File: src/design/tts_pkg.sv
// ----------------------------------------------------------------------------
// tts_pkg: shared types and constants for the tensor transpose scatter block
// Register indexes, field widths, reset values and the stride bundle passed
// from the stride unit to the top level.
// ----------------------------------------------------------------------------
package tts_pkg;

   localparam int AXES           = 4;
   localparam int MAX_RANK       = 4;
   localparam int DEF_DATA_WIDTH = 32;
   localparam int DEF_MAX_DIM    = 4096;
   localparam int DEST_W         = 48;
   localparam int RANK_W         = 3;
   localparam int CFG_DIM_W      = 13;
   localparam int PERM_W         = 8;
   localparam int CSR_ADDR_W     = 3;
   localparam int CSR_DATA_W     = 13;
   localparam int FIFO_DEPTH     = 8;

   localparam logic [RANK_W-1:0]    RANK_RST    = 3'd2;
   localparam logic [CFG_DIM_W-1:0] DIM_RST     = 13'd1;
   localparam logic [PERM_W-1:0]    PERM_RST    = 8'd27;
   localparam logic                 REVERSE_RST = 1'b1;

   typedef enum logic [CSR_ADDR_W-1:0] {
      CSR_RANK    = 3'd0,
      CSR_DIM0    = 3'd1,
      CSR_DIM1    = 3'd2,
      CSR_DIM2    = 3'd3,
      CSR_DIM3    = 3'd4,
      CSR_PERM    = 3'd5,
      CSR_REVERSE = 3'd6
   } csr_index_type;

   // per output axis k: source input axis, used flag, output stride
   typedef struct packed {
      logic [AXES-1:0][1:0]        perm;
      logic [AXES-1:0]             used;
      logic                        bad;
      logic [AXES-1:0][DEST_W-1:0] stride;
   } stride_info_type;

endpackage

File: src/design/tts_stride.sv
// ----------------------------------------------------------------------------
// tts_stride: permutation decode and output stride products
// Registered chain that turns the configuration into per-output-axis source
// axes and strides: decode registers, then os1_ff, then os0_ff.
// ----------------------------------------------------------------------------
module tts_stride #(
   parameter int EDIM_W = 13
) (
   input  logic                                    clock,
   input  logic [tts_pkg::RANK_W-1:0]              erank,
   input  logic [tts_pkg::AXES-1:0][EDIM_W-1:0]    edim,
   input  logic [tts_pkg::PERM_W-1:0]              perm_code,
   input  logic                                    use_reverse,
   output tts_pkg::stride_info_type                info
);
   import tts_pkg::*;

   localparam int OS1_W = 2 * EDIM_W;
   localparam int OS0_W = 3 * EDIM_W;

   logic [AXES-1:0][1:0]        perm_in, perm_ff;
   logic [AXES-1:0]             used_in, used_ff;
   logic [AXES-1:0]             present;
   logic                        bad_in, bad_ff;
   logic [AXES-1:0][EDIM_W-1:0] pd_in, pd_ff;
   logic [OS1_W-1:0]            os1_ff;
   logic [OS0_W-1:0]            os0_full;
   logic [DEST_W-1:0]           os0_ff;

   always_comb begin
      present = '0;
      for (int k = 0; k < AXES; k++) begin
         used_in[k] = k < int'(erank);
         if (use_reverse) begin
            perm_in[k] = 2'(int'(erank) - 1 - k);
         end else begin
            perm_in[k] = perm_code[2*k +: 2];
         end
      end
      for (int k = 0; k < AXES; k++) begin
         if (used_in[k] && (int'(perm_in[k]) < int'(erank))) begin
            present[perm_in[k]] = 1'b1;
         end
      end
      bad_in = |(used_in & ~present);
      for (int k = 0; k < AXES; k++) begin
         pd_in[k] = used_in[k] ? edim[perm_in[k]] : EDIM_W'(1);
      end
   end

   assign os0_full = OS0_W'(pd_ff[1]) * OS0_W'(os1_ff);

   always_ff @(posedge clock) begin
      perm_ff <= perm_in;
      used_ff <= used_in;
      bad_ff  <= bad_in;
      pd_ff   <= pd_in;
      os1_ff  <= OS1_W'(pd_ff[2]) * OS1_W'(pd_ff[3]);
      os0_ff  <= DEST_W'(os0_full);
   end

   always_comb begin
      info.perm      = perm_ff;
      info.used      = used_ff;
      info.bad       = bad_ff;
      info.stride[3] = DEST_W'(1);
      info.stride[2] = DEST_W'(pd_ff[3]);
      info.stride[1] = DEST_W'(os1_ff);
      info.stride[0] = os0_ff;
   end

endmodule

File: src/design/tts_fifo.sv
// ----------------------------------------------------------------------------
// tts_fifo: result queue
// Small register queue between the compute pipeline and the result port.
// ----------------------------------------------------------------------------
module tts_fifo #(
   parameter int WIDTH = 82,
   parameter int DEPTH = tts_pkg::FIFO_DEPTH
) (
   input  logic             clock,
   input  logic             reset,
   input  logic             wr_en,
   input  logic [WIDTH-1:0] wr_data,
   output logic             rd_valid,
   input  logic             rd_ready,
   output logic [WIDTH-1:0] rd_data
);
   import tts_pkg::*;

   localparam int AW = (DEPTH > 1) ? $clog2(DEPTH) : 1;

   logic [WIDTH-1:0] mem_ff [DEPTH];
   logic [AW-1:0]    wr_ptr_ff, wr_ptr_in;
   logic [AW-1:0]    rd_ptr_ff, rd_ptr_in;
   logic [AW:0]      count_ff, count_in;
   logic             rd_fire;

   assign rd_valid = count_ff != '0;
   assign rd_fire  = rd_valid && rd_ready;
   assign rd_data  = mem_ff[rd_ptr_ff];

   always_comb begin
      wr_ptr_in = wr_ptr_ff;
      rd_ptr_in = rd_ptr_ff;
      if (wr_en) begin
         wr_ptr_in = (wr_ptr_ff == AW'(DEPTH - 1)) ? '0 : wr_ptr_ff + AW'(1);
      end
      if (rd_fire) begin
         rd_ptr_in = (rd_ptr_ff == AW'(DEPTH - 1)) ? '0 : rd_ptr_ff + AW'(1);
      end
      case ({wr_en, rd_fire})
         2'b10:   count_in = count_ff + (AW+1)'(1);
         2'b01:   count_in = count_ff - (AW+1)'(1);
         default: count_in = count_ff;
      endcase
   end

   always_ff @(posedge clock) begin
      if (reset) begin
         wr_ptr_ff <= '0;
         rd_ptr_ff <= '0;
         count_ff  <= '0;
      end else begin
         wr_ptr_ff <= wr_ptr_in;
         rd_ptr_ff <= rd_ptr_in;
         count_ff  <= count_in;
      end
   end

   always_ff @(posedge clock) begin
      if (wr_en) begin
         mem_ff[wr_ptr_ff] <= wr_data;
      end
   end

endmodule

File: src/design/tensor_transpose_scatter.sv
// ----------------------------------------------------------------------------
// tensor_transpose_scatter: streaming N-D tensor transpose index generator
// Passes tensor elements through with their flat position in the permuted
// tensor, marks the last element and flags an invalid permutation.
// ----------------------------------------------------------------------------
// Elements enter one per item in row-major input order and leave in the same
// order, one result per element, at a sustained rate of one item per clock
// while the result port takes results. The clock that accepts an element
// captures its coordinate; then come registered stages for axis selection,
// alignment with the stride chain, the coordinate-by-stride multipliers, and
// the adder tree and queue write. An eight-entry result queue with credit
// counting keeps the input side taking items while results wait; req_tready
// drops only when eight items are queued or in flight. A register write
// applies to items accepted on a later clock; the user must make it only
// while no item is in flight, which the block itself does not enforce, as
// the pipeline and the stride chain read the registers while items pass. The
// coordinate counter keeps its position across register writes, so writes
// are best made between tensors.
// ----------------------------------------------------------------------------
module tensor_transpose_scatter #(
   parameter int DATA_WIDTH = tts_pkg::DEF_DATA_WIDTH,
   parameter int MAX_DIM    = tts_pkg::DEF_MAX_DIM
) (
   input  logic                                clock,
   input  logic                                reset,
   // input items
   input  logic                                req_tvalid,
   output logic                                req_tready,
   // element_value
   input  logic [((DATA_WIDTH+7)/8)*8-1:0]     req_tdata,
   // result items
   output logic                                rsp_tvalid,
   input  logic                                rsp_tready,
   // out_value, dest_index
   output logic [((DATA_WIDTH+tts_pkg::DEST_W+7)/8)*8-1:0] rsp_tdata,
   output logic                                rsp_tlast,
   // perm_error
   output logic                                rsp_tuser,
   // configuration writes
   input  logic                                csr_we,
   input  logic [tts_pkg::CSR_ADDR_W-1:0]      csr_addr,
   input  logic [tts_pkg::CSR_DATA_W-1:0]      csr_wdata
);
   import tts_pkg::*;

   localparam int RSP_W   = ((DATA_WIDTH + DEST_W + 7) / 8) * 8;
   localparam int CW      = $clog2(MAX_DIM);       // coordinate width
   localparam int EDIM_W  = $clog2(MAX_DIM + 1);   // clamped extent width
   localparam int CMP_W   = EDIM_W + 1;
   localparam int PROD_W  = CW + DEST_W;
   localparam int ENTRY_W = DATA_WIDTH + DEST_W + 2;
   localparam int CNT_W   = $clog2(FIFO_DEPTH) + 1;
   localparam int STAGES  = 5;

   // configuration registers
   logic [RANK_W-1:0]                rank_ff;
   logic [AXES-1:0][CFG_DIM_W-1:0]   dim_ff;
   logic [PERM_W-1:0]                perm_code_ff;
   logic                             use_reverse_ff;

   // effective configuration
   logic [RANK_W-1:0]                erank;
   logic [AXES-1:0][EDIM_W-1:0]      edim;
   stride_info_type                  info;

   // coordinate counter
   logic [AXES-1:0][CW-1:0]          coord_ff, coord_in;
   logic [AXES-1:0]                  axis_used, can_inc;
   logic                             last_w;
   logic                             carry;

   // handshake and credits
   logic                             req_fire, rsp_fire;
   logic [CNT_W-1:0]                 credit_ff, credit_in;

   // compute pipeline, stage 0 is the capture stage
   logic [STAGES-1:0]                    valid_ff;
   logic [STAGES-1:0][DATA_WIDTH-1:0]    value_ff;
   logic [STAGES-1:0]                    last_ff;
   logic [AXES-1:0][CW-1:0]              coord_a_ff;
   logic [AXES-1:0][CW-1:0]              mc_b_ff, mc_c_ff;
   logic [AXES-1:0][PROD_W-1:0]          prod_w;
   logic [AXES-1:0][DEST_W-1:0]          prod_d_ff;
   logic [1:0][DEST_W-1:0]               sum_e_ff;
   logic [DEST_W-1:0]                    dest_w;

   logic [ENTRY_W-1:0]                   wr_entry, rd_entry;

   // ---- configuration port ----
   always_ff @(posedge clock) begin
      if (reset) begin
         rank_ff        <= RANK_RST;
         dim_ff         <= {AXES{DIM_RST}};
         perm_code_ff   <= PERM_RST;
         use_reverse_ff <= REVERSE_RST;
      end else if (csr_we) begin
         unique case (csr_index_type'(csr_addr))
            CSR_RANK:    rank_ff        <= csr_wdata[RANK_W-1:0];
            CSR_DIM0:    dim_ff[0]      <= csr_wdata[CFG_DIM_W-1:0];
            CSR_DIM1:    dim_ff[1]      <= csr_wdata[CFG_DIM_W-1:0];
            CSR_DIM2:    dim_ff[2]      <= csr_wdata[CFG_DIM_W-1:0];
            CSR_DIM3:    dim_ff[3]      <= csr_wdata[CFG_DIM_W-1:0];
            CSR_PERM:    perm_code_ff   <= csr_wdata[PERM_W-1:0];
            CSR_REVERSE: use_reverse_ff <= csr_wdata[0];
            default:     ;
         endcase
      end
   end

   // rank clamps to 1..MAX_RANK, extents to 1..MAX_DIM
   always_comb begin
      if (rank_ff == '0) begin
         erank = RANK_W'(1);
      end else if (int'(rank_ff) > MAX_RANK) begin
         erank = RANK_W'(MAX_RANK);
      end else begin
         erank = rank_ff;
      end
      for (int k = 0; k < AXES; k++) begin
         if (dim_ff[k] == '0) begin
            edim[k] = EDIM_W'(1);
         end else if (int'(dim_ff[k]) > MAX_DIM) begin
            edim[k] = EDIM_W'(MAX_DIM);
         end else begin
            edim[k] = EDIM_W'(dim_ff[k]);
         end
      end
   end

   tts_stride #(
      .EDIM_W (EDIM_W)
   ) u_stride (
      .clock       (clock),
      .erank       (erank),
      .edim        (edim),
      .perm_code   (perm_code_ff),
      .use_reverse (use_reverse_ff),
      .info        (info)
   );

   // ---- coordinate counter ----
   // Innermost used axis increments; an axis at or past its extent minus one
   // wraps and carries. Last element when no used axis can increment.
   always_comb begin
      for (int k = 0; k < AXES; k++) begin
         axis_used[k] = k < int'(erank);
         can_inc[k]   = (CMP_W'(coord_ff[k]) + CMP_W'(1)) < CMP_W'(edim[k]);
      end
      last_w   = ~|(axis_used & can_inc);
      coord_in = coord_ff;
      carry    = 1'b1;
      for (int k = AXES - 1; k >= 0; k--) begin
         if (axis_used[k] && carry) begin
            if (can_inc[k]) begin
               coord_in[k] = coord_ff[k] + CW'(1);
               carry       = 1'b0;
            end else begin
               coord_in[k] = '0;
            end
         end
      end
      if (last_w) begin
         coord_in = '0;
      end
   end

   // ---- credits: items in flight plus items queued ----
   assign req_tready = credit_ff != CNT_W'(FIFO_DEPTH);
   assign req_fire   = req_tvalid && req_tready;
   assign rsp_fire   = rsp_tvalid && rsp_tready;

   always_comb begin
      case ({req_fire, rsp_fire})
         2'b10:   credit_in = credit_ff + CNT_W'(1);
         2'b01:   credit_in = credit_ff - CNT_W'(1);
         default: credit_in = credit_ff;
      endcase
   end

   always_ff @(posedge clock) begin
      if (reset) begin
         coord_ff  <= '0;
         credit_ff <= '0;
         valid_ff  <= '0;
      end else begin
         if (req_fire) begin
            coord_ff <= coord_in;
         end
         credit_ff <= credit_in;
         valid_ff  <= {valid_ff[STAGES-2:0], req_fire};
      end
   end

   // ---- dot product pipeline ----
   always_comb begin
      for (int k = 0; k < AXES; k++) begin
         prod_w[k] = PROD_W'(mc_c_ff[k]) * PROD_W'(info.stride[k]);
      end
   end

   always_ff @(posedge clock) begin
      value_ff[0]  <= req_tdata[DATA_WIDTH-1:0];
      last_ff[0]   <= last_w;
      coord_a_ff   <= coord_ff;
      for (int i = 1; i < STAGES; i++) begin
         value_ff[i] <= value_ff[i-1];
         last_ff[i]  <= last_ff[i-1];
      end
      // output axis k reads input coordinate perm[k]
      for (int k = 0; k < AXES; k++) begin
         mc_b_ff[k]   <= info.used[k] ? coord_a_ff[info.perm[k]] : '0;
         prod_d_ff[k] <= prod_w[k][DEST_W-1:0];
      end
      mc_c_ff     <= mc_b_ff;
      sum_e_ff[0] <= prod_d_ff[0] + prod_d_ff[1];
      sum_e_ff[1] <= prod_d_ff[2] + prod_d_ff[3];
   end

   assign dest_w   = info.bad ? '0 : sum_e_ff[0] + sum_e_ff[1];
   assign wr_entry = {info.bad, last_ff[STAGES-1], dest_w, value_ff[STAGES-1]};

   tts_fifo #(
      .WIDTH (ENTRY_W),
      .DEPTH (FIFO_DEPTH)
   ) u_fifo (
      .clock    (clock),
      .reset    (reset),
      .wr_en    (valid_ff[STAGES-1]),
      .wr_data  (wr_entry),
      .rd_valid (rsp_tvalid),
      .rd_ready (rsp_tready),
      .rd_data  (rd_entry)
   );

   assign rsp_tdata = RSP_W'(rd_entry[DATA_WIDTH+DEST_W-1:0]);
   assign rsp_tlast = rd_entry[DATA_WIDTH+DEST_W];
   assign rsp_tuser = rd_entry[DATA_WIDTH+DEST_W+1];

   // ---- assertions ----
   a_credit_bound: assert property (@(posedge clock) disable iff (reset)
      credit_ff <= CNT_W'(FIFO_DEPTH))
      else $error("credit count above queue depth");

   a_rsp_has_credit: assert property (@(posedge clock) disable iff (reset)
      rsp_tvalid |-> credit_ff != '0)
      else $error("result offered with no item outstanding");

   a_last_wraps: assert property (@(posedge clock) disable iff (reset)
      (req_fire && last_w) |=> coord_ff == '0)
      else $error("counter did not wrap after last element");

   a_bad_zero_dest: assert property (@(posedge clock) disable iff (reset)
      (rsp_tvalid && rsp_tuser) |-> rsp_tdata[DATA_WIDTH +: DEST_W] == '0)
      else $error("nonzero index with permutation error");

endmodule
File: config.mk
export PLATFORM = sky130hd
export DESIGN_NAME = tensor_transpose_scatter
export DESIGN_NICKNAME = d
export VERILOG_FILES = /design/src/design/tts_pkg.sv /design/src/design/tts_stride.sv /design/src/design/tts_fifo.sv /design/src/design/tensor_transpose_scatter.sv
export SDC_FILE = /design/constraint.sdc
export NUM_CORES = 2
export LEC_CHECK = 0
export ABC_CLOCK_PERIOD_IN_PS = 20500
export BUFFER_PORTS_ARGS = -buffer_cell sky130_fd_sc_hd__buf_2
export CAP_MARGIN = 25
export CORE_MARGIN = 5
export CORE_UTILIZATION = 50
export DETAILED_ROUTE_END_ITERATION = 8
export MAX_ROUTING_LAYER = met4
export PLACE_DENSITY_LB_ADDON = 0.08
export SLEW_MARGIN = 20
export SYNTH_ARGS = -nofsm -noshare
export SYNTH_HDL_FRONTEND = slang
export SYNTH_HIERARCHICAL = 1
export SYNTH_SLANG_ARGS = --single-unit
File: constraint.sdc
create_clock -name clock -period 20.5 [get_ports clock]
set_input_delay 0 -clock clock [delete_from_list [all_inputs] [get_ports clock]]
set_output_delay 0 -clock clock [all_outputs]
set_load 0.05 [all_outputs]
==> run summary <==
Layout Skew -> 0.09242 ns
period utilisation layout -> 35.79%
net switching fraction of the power -> 23.86%
vias in the first global route -> 97,020
mean number of vias per cell -> 5.407
Crit path required time -> 21.23 ns
leading cell type in the layout, fill and taps excluded -> sky130_fd_sc_hd__inv_1
fraction of post-synthesis cell area in the top cell type by area -> 29.78%
relative contribution of combinational cells to total power -> 5.5%
die span in y -> 526.6 um
Port Buf Inserts -> 136
number of buffers created by CTS -> 174
combined area of all synthesized cells -> 133,400 um^2
first-pass iteration count of the detailed router -> 6
residual antenna-violating net count after detailed routing -> 0
first-pass GRT wire length -> 558,100 um
relative area change from synthesis to final layout -> 7.541%
Max Buffers Root-to-Sink -> 4
worst vdd ir -> 66.67 uV
remaining global-route overflow -> 0
number of enable flip-flop cells after synthesis -> 656
Adder-Cell Fraction of Synth Area -> 35.61%
worst reg2reg path endpoint -> prod_d_ff[47]
clock group share of total power -> 46.9%
fraction of synthesized area in multiplexers -> 5.203%
Die ar. -> 277,300 um^2
dominant combinational cell family by area after synthesis -> adder cells
top cell type by total area after synthesis -> sky130_fd_sc_hd__fa_1
number of core rows -> 189
Worst-Skew Late Latency -> 0.88 ns
count of different cell masters after synthesis -> 99
core box area -> 265,300 um^2
worst hold endpoint -> dim_ff[26]
GRT Total Usage -> 26.39%
parity-gate share of the synthesized area counting xor and xnor cells -> 3.085%
Fin. Hold Viols -> 0
kind of critical path -> register to register
Final Instance Area -> 143,500 um^2
number of instances in the synthesized netlist -> 13,070
warning count from the yosys run -> 6
antenna violations before repair -> 24
Worst path slowest cell -> sky130_fd_sc_hd__a221oi_1
launch instance of the worst register-to-register path -> mc_c_ff[3]
Worst path most repeated cell -> sky130_fd_sc_hd__fa_1
timing startpoint of the critical path -> mc_c_ff[3]
startpoint kind of the worst setup timing path -> register
worst hold path cell count -> 4
register area share after synthesis -> 27.49%
cells along the critical path -> buf_4 > nand2_1 > fa_1 > fa_1 > inv_1 > fa_1 > fa_1 > inv_1 > fa_1 > inv_1 > ha_1 > a211oi_1 > o21ai_0 > a221oi_1 > a211oi_1 > o21ai_0 > o31ai_1 > nand2_1 > and3_1 > o21ai_0 > a221o_1 > a21oi_1 > xnor2_1
run status -> finished clean
root cell of the clock tree -> sky130_fd_sc_hd__clkbuf_16
highest attainable clock frequency -> 136.3 MHz
top post-synthesis cells by area -> sky130_fd_sc_hd__fa_1 30%, sky130_fd_sc_hd__edfxtp_1 15%, sky130_fd_sc_hd__dfxtp_1 13%
cells resized by post-CTS repair -> 0
DR iter-0 viols -> 5,837
Clk pin slew, worst setup/hold paths -> 0.07 ns
DRC viols -> 0
weighted congestion reported at the end of routability-driven placement -> 0.9219
max-slew violation count -> 0
actual slew at the worst max-slew pin -> 1.047 ns
largest net degree at the start of global routing -> 115
effective utilization at floorplan -> 50.29%
startpoint of the lowest-slack hold path -> csr_wdata[0]
Compound-Gate Fraction of Synth Area -> 6.165%
r2r worst-path depth -> 23
wirelength, routed -> 350,900 um
crit path DAT -> 8.06 ns
IO Count -> 137
Finished Core Util -> 54.08%
most used flip-flop cell after synthesis -> sky130_fd_sc_hd__dfxtp_1
Static Leak -> 0.06534 uW
shortest clock period the worst path allows after layout -> 7.337 ns
Avg Synthesized Cell Area -> 10.21 um^2
detailed placement HPWL -> 259,400 um
largest driver fanout on the critical path -> 45
internal power component -> 5178 uW
crit end category -> register
chip width -> 526.6 um
share of cells above drive strength 1 -> 6.242%
placed standard-cell area -> 136,400 um^2
clk sinks -> 1,504
TritonCTS clock tree -> built
commonest non-fill, non-tap cells in the layout -> 2,292 x sky130_fd_sc_hd__inv_1, 2,206 x sky130_fd_sc_hd__nand2_1, 1,985 x sky130_fd_sc_hd__fa_1, 833 x sky130_fd_sc_hd__and2_1, 829 x sky130_fd_sc_hd__dfxtp_1
# nets final -> 15,640
sequential share of power -> 47.6%
count of state elements after synthesis -> 1,504
simple logic cell fraction of the synthesized area -> 13.22%
Setup Total Neg Slack -> 0 ns
worst hold margin -> 0.08421 ns
total of max-cap violations -> 0
type of the worst min-delay path -> primary input to register
setup repair after global routing missed its margin -> no
P per Cell Area -> 47.39 nW/um^2
delay of the slowest critical-path stage -> 0.74 ns
post-synthesis async set-or-reset flop share -> 0%
number of failing setup endpoints in the final timing report -> 0
Avg WL per Cell -> 21.06 um
relative max-transition margin -> 29.87%
number of H-tree branching levels -> 4
NetSw -> 1623 uW
reg2reg setup slack -> 13.16 ns
via count -> 90,100
[cells in the mapped netlist (13+ instances only)]
cell / instances
sky130_fd_sc_hd__mux4_1: 138
sky130_fd_sc_hd__a31oi_1: 38
sky130_fd_sc_hd__nand3_1: 78
sky130_fd_sc_hd__ha_1: 621
sky130_fd_sc_hd__mux2i_1: 14
sky130_fd_sc_hd__and3_1: 49
sky130_fd_sc_hd__nor2b_1: 79
sky130_fd_sc_hd__edfxtp_1: 656
sky130_fd_sc_hd__o21a_1: 63
sky130_fd_sc_hd__or3_1: 14
sky130_fd_sc_hd__a22oi_1: 39
sky130_fd_sc_hd__and2_1: 833
sky130_fd_sc_hd__mux2_2: 86
sky130_fd_sc_hd__buf_6: 23
sky130_fd_sc_hd__buf_4: 129
sky130_fd_sc_hd__o21ai_0: 211
sky130_fd_sc_hd__a21o_1: 207
sky130_fd_sc_hd__inv_1: 2292
sky130_fd_sc_hd__nand3b_1: 24
sky130_fd_sc_hd__nor2_1: 292
sky130_fd_sc_hd__dfxtp_1: 848
sky130_fd_sc_hd__clkbuf_1: 559
sky130_fd_sc_hd__xnor2_1: 320
sky130_fd_sc_hd__buf_2: 14
sky130_fd_sc_hd__o21bai_1: 55
sky130_fd_sc_hd__o211ai_1: 23
sky130_fd_sc_hd__a211oi_1: 41
sky130_fd_sc_hd__or2_2: 13
sky130_fd_sc_hd__clkbuf_8: 19
sky130_fd_sc_hd__nand2_1: 2206
sky130_fd_sc_hd__nor3_1: 45
sky130_fd_sc_hd__o31ai_1: 27
sky130_fd_sc_hd__buf_1: 14
sky130_fd_sc_hd__nand2b_1: 70
sky130_fd_sc_hd__nand4_1: 60
sky130_fd_sc_hd__mux4_2: 98
sky130_fd_sc_hd__xor2_1: 150
sky130_fd_sc_hd__nor4_1: 14
sky130_fd_sc_hd__a21oi_1: 408
sky130_fd_sc_hd__fa_1: 1985
sky130_fd_sc_hd__o21ai_1: 17
[flip-flops by register name (all words and copies together) (netlist names), 52 cells and up, named ones only]
signal,count
u_fifo/mem_ff,656
sum_e_ff,96
prod_d_ff,192
value_ff,160
dim_ff,52
[worst max path at each step]
stage | end | slack [ns]
5_1_grt | prod_d_ff[47] | 12.82
6_report | prod_d_ff[47] | 13.16
3_3_place_gp | prod_d_ff[47] | 13.29
4_1_cts | prod_d_ff[47] | 13.18
2_1_floorplan | u_fifo/mem_ff[0][0] | 13.78
3_5_place_dp | prod_d_ff[47] | 13.28
[cell type report]
type	instances	area, um^2
flip-flops and latches	1504	36710
clock buffers	226	4870
multi-input cells	8621	84910
inverters	2294	8611
fillers	23490	121800
clock inverters	90	1055
repair buffers	385	2898
diodes	9	22.52
well taps	3533	4420
[per-layer routing]
metal  share of wire, %  track usage, %  vias to the layer above
met3                5.7           3.598                      525
li1                   -               -                    40540
met5                  0               -                        -
met4                3.1           7.346                        0
met2                 48           42.92                     2466
met1                 43           34.98                    46570
[worst max-delay path: cells and delay by family (launching register included)]
family,cells,cell delay (ns)
fa+ha+maj,6,2.88
compound gates,9,2.78
buf+inv,4,0.66
simple gates,3,0.44
flops,1,0.31
xor+xnor,1,0.15
[kinds of logic after synthesis]
| group | Yosys count |
|---|---|
| AOI/OAI and AO/OA | 1274 |
| adders and majority gates | 2606 |
| buffers and inverters | 3052 |
| xor gates and xnor gates | 470 |
| and+or+nand+nor | 3821 |
| other | 2 |
| DFF | 1504 |
| muxes | 336 |
[timing repair]
item / in CTS / in global routing
hold endpoints to repair: 133 / 0
hold buffers: 110 / 0
buffers inserted: 0 / 0
[power groups by stage]
stage               Clock, uW  Combinational (uW)  Sequential [uW]
floorplan                   0                 271             3260
global placement            0                 327             3300
detailed placement          0                 330             3300
CTS                      3270                 347             3240
global route             3400                 411             3240
finish                   3190                 376             3240
[stage by stage]
stage	cells	total power, uW	setup WS [ns]
2_1_floorplan	13180	3528	13.78
3_3_place_gp	16220	3628	13.29
3_5_place_dp	16220	3632	13.28
4_1_cts	16650	6860	13.18
5_1_grt	16660	7051	12.82
6_report	16660	6800	13.16
(Power assumes the default switching activity.)
